==> src/design/sha_pkg.sv <==
// Shared types and codes for the slot handle allocator.
package sha_pkg;

  typedef enum logic [1:0] {
    KIND_ADD    = 2'd0,
    KIND_REMOVE = 2'd1,
    KIND_CHECK  = 2'd2,
    KIND_FIND   = 2'd3
  } kind_e;

  typedef enum logic [1:0] {
    ST_OK      = 2'd0,
    ST_FULL    = 2'd1,
    ST_INVALID = 2'd2,
    ST_NONE    = 2'd3
  } status_e;

  typedef enum logic {
    S_IDLE = 1'b0,
    S_EXEC = 1'b1
  } state_e;

  // Commands from the controller to the datapath.
  typedef struct packed {
    logic accept;
    logic scan_step;
    logic load_out;
  } cmd_t;

  // Status from the datapath to the controller.
  typedef struct packed {
    logic done;
  } stat_t;

endpackage

==> src/design/sha_ctrl.sv <==
// Controller state machine: input transfer, scan stepping and result hand-off.
module sha_ctrl (
  input  logic           clk_i,
  input  logic           rst_ni,
  input  logic           in_valid_i,
  output logic           in_stall_o,
  input  logic           out_stall_i,
  output logic           out_valid_o,
  input  sha_pkg::stat_t stat_i,
  output sha_pkg::cmd_t  cmd_o
);

  sha_pkg::state_e state_q, state_d;
  logic            out_valid_q, out_valid_d;
  logic            out_ready;

  assign out_ready = !out_valid_q || !out_stall_i;

  always_comb begin
    state_d = state_q;
    case (state_q)
      sha_pkg::S_IDLE: begin
        if (in_valid_i) begin
          state_d = sha_pkg::S_EXEC;
        end
      end
      sha_pkg::S_EXEC: begin
        if (stat_i.done && out_ready) begin
          state_d = sha_pkg::S_IDLE;
        end
      end
      default: state_d = sha_pkg::S_IDLE;
    endcase
  end

  always_comb begin
    cmd_o = '0;
    case (state_q)
      sha_pkg::S_IDLE: begin
        cmd_o.accept = in_valid_i;
      end
      sha_pkg::S_EXEC: begin
        // Commit only when the output register can take the result.
        cmd_o.load_out  = stat_i.done && out_ready;
        cmd_o.scan_step = !stat_i.done;
      end
      default: cmd_o = '0;
    endcase
  end

  assign out_valid_d = cmd_o.load_out ? 1'b1 : (out_stall_i ? out_valid_q : 1'b0);

  always_ff @(posedge clk_i or negedge rst_ni) begin
    if (!rst_ni) begin
      state_q     <= sha_pkg::S_IDLE;
      out_valid_q <= 1'b0;
    end else begin
      state_q     <= state_d;
      out_valid_q <= out_valid_d;
    end
  end

  assign in_stall_o  = (state_q != sha_pkg::S_IDLE);
  assign out_valid_o = out_valid_q;

endmodule

==> config.mk <==
export PLATFORM = sky130hd
export DESIGN_NAME = sha_ctrl
export DESIGN_NICKNAME = d
export VERILOG_FILES = /design/src/design/sha_pkg.sv /design/src/design/sha_ctrl.sv
export SDC_FILE = /design/constraint.sdc
export NUM_CORES = 1
export LEC_CHECK = 0
export ABC_CLOCK_PERIOD_IN_PS = 1350
export BUFFER_PORTS_ARGS = -buffer_cell sky130_fd_sc_hd__buf_4
export CELL_PAD_IN_SITES_DETAIL_PLACEMENT = 1
export CELL_PAD_IN_SITES_GLOBAL_PLACEMENT = 1
export CORE_AREA = 5 5 42 44
export DETAILED_ROUTE_END_ITERATION = 12
export DIE_AREA = 0 0 47 49
export PLACE_DENSITY = 0.38
export SETUP_SLACK_MARGIN = 0.02
export SLEW_MARGIN = 20
export SYNTH_ARGS = -nofsm -noshare
export SYNTH_HDL_FRONTEND = slang
export SYNTH_SLANG_ARGS = --single-unit
==> constraint.sdc <==
create_clock -name clk_i -period 1.35 [get_ports clk_i]
set_clock_uncertainty 0.2 [all_clocks]
set_input_delay 0.135 -clock clk_i [delete_from_list [all_inputs] [get_ports clk_i]]
set_output_delay 0.135 -clock clk_i [all_outputs]
set_load 0.005 [all_outputs]
==> results.txt <==
I/O pins: 10
Global-route wire length before repair: 690 um
Final routed DRC violation total: 0
Nets@finish: 33
Synth unique cells: 8
Die extent in y: 49 um
Hold Crit Class: in2reg
TNS Setup: 0 ns
Initial core utilization: 6.96%
Syn Inst Count: 11
Worst slew pin tran: 0.147 ns
Post-synth top area share: 51.3%
Mapped Nets: 16
Final Hold Vio Count: 2
Leak: 0.120 nW
Wire per inst: 9.48 um
IO buf count: 9
Worst-skew pair later-pin latency: 0.22 ns
Top_reg_cell synth: dfrtp_1
Overall power: 0.310 mW
CTS Root Cell: clkbuf_4
Dpl hpwl: 297 um
Most frequent cells after synthesis: nand2_1, dfrtp_1
CP Launch Type: flop
Leading area contributor after synthesis: dfrtp_1
Synth Warn #: 0
Core Region: 1400 um2
Post-synthesis sequential area ratio: 51.3%
Min Hold Slack: -0.0603 ns
Row Count: 14
Clk buf depth: 2
Die Span X: 47 um
CP Capture Type: primary output
Clock transition at path regs: 0.03 ns
Filler instances: 176
GRT overflow: 0
Layout cells sized above 1: 61.5%
First-pass detailed-route iteration total: 2
Hold-fix buffers at CTS: 2
DRT antenna net count: 0
Global Route Usage Sum: 4.58%
Fin crit share: 94.4%
CTS sink cnt: 2
Final Max Tran Viols: 0
Synth Cell Area: 97.6 um2
Status: finished with violations
Synth Area per Inst: 8.87 um2
Seq cells post-synth: 2
Vias per inst: 3.24
Vias in the first global route: 157
Failing checks: negative hold slack
Cell area power density: 1290 nW/um2
Most instantiated library cell after synthesis: nand2_1
Total CTS buffers: 3
Vias: 136
Final Instance Count excl. Fillers: 42
Final core utilization: 17.2%
F_max: 785 MHz
Critical path class: reg2out
Final min period: 1.27 ns
Max FO, Critical Path: 5
Number of flops mapped to enable cells by yosys: 0
Leading post-synthesis cells by cell area: dfrtp_1, nand2_1, and2b_1, buf_4, a31oi_1
Initial antenna violation count: 0
Ant. Diodes: 0
Largest net degree at the start of global routing: 6
Slew HR: 90.2%
Max_cap viols: 0
Die footprint: 2300 um2
Worst VDD drop: 357 uV
Critical path data arrival time: 0.94 ns
RD Place Congestion: 0.752
Dpl cells: 35
CTS tree: built
Setup violations, final: 0
CP required: 1.01 ns
Initial DRC Count: 1
Post-synth ARST share: 100%
RSZ-0062 raised after global routing: true
Total wire length: 398 um
H-tree Lvls: 1
Area Growth Syn to Fin: 147%
[path summary, 6_finish.rpt]
kind | start | cells past startpoint | slack [ns] | endpoint
worst max-delay path | in_stall_o | 2 | 0.08 | cmd_o[2]
worst min-delay path | stat_i | 2 | -0.06 | in_stall_o
worst max register to register | in_stall_o | 3 | 0.33 | in_stall_o
worst min register to register | out_valid_o | 2 | 0.36 | out_valid_o
max in group asynchronous | rst_ni | 2 | 0.82 | in_stall_o
min in group asynchronous | rst_ni | 2 | 0.04 | out_valid_o
[registers in the layout, summed over array words and instances, names as in the netlist]
signal,count
in_stall_o,1
out_valid_o,1
[what timing repair did]
item | CTS | global route
endpoints found under the hold margin | 4 | 2
setup endpoints to repair | 1 | 1
setup buffers | 2 | 0
resized for setup | 0 | 2
pin swaps | 0 | 1
gates cloned | 0 | 0
[placed cells by master (no fill, tap or decap)]
master         instances
buf_4                 11
clkbuf_4               3
nand2_1                2
dlygate4sd3_1          2
dfrtp_1                2
nand2_2                1
a21oi_2                1
and2b_1                1
nor2b_1                1
nor2_1                 1
a31oi_1                1
[critical path: stages (launching register included)]
cell and delay, ns:
dfrtp_1 0.39, and2b_1 0.20, buf_4 0.13
[report_power, final]
| part | internal, mW | switching (mW) | total, mW |
|---|---|---|---|
| Combinational | 0.0639 | 0.0330 | 0.0969 |
| Sequential | 0.0716 | 0.0125 | 0.0841 |
| Clock | 0.0978 | 0.0315 | 0.129 |
[cell type report]
cell class,count,area (um2),share of cell area [%]
Timing Repair Buffer,13,103,42.5
Clock buffer,3,22.5,9.33
Sequential cell,2,50.0,20.7
Tap cell,16,20.0,8.29
Multi-Input combinational cell,8,46.3,19.2
[per-layer routing]
layer | wire length, um | track usage (%) | up-vias
li1 | - | - | 66
met1 | 191 | 5.49 | 60
met2 | 127 | 4.52 | 10
met3 | 78 | 5.17 | 0
met4 | 0 | 2.76 | 0
met5 | 0 | 0 | -
[cells by family (layout without fill, tap and decap cells)]
| group | count (synthesis) | after routing | share of synthesized area (%) |
|---|---|---|---|
| simple gates | 6 | 6 | 29.5 |
| compound gates | 2 | 2 | 11.5 |
| flops | 2 | 2 | 51.3 |
| buf+inv | 1 | 16 | 7.70 |
[metrics by stage]
step	setup slack [ns]	cell area [um2]	hold WS [ns]
after floorplan	0.328	97.6	-0.361
final	0.0754	241	-0.0603
after global routing	0.0176	241	-0.0499
after global placement	0.267	178	-0.280
after detailed placement	0.254	178	-0.280
after CTS	0.0521	235	-0.0770
(Power assumes the default switching activity.)
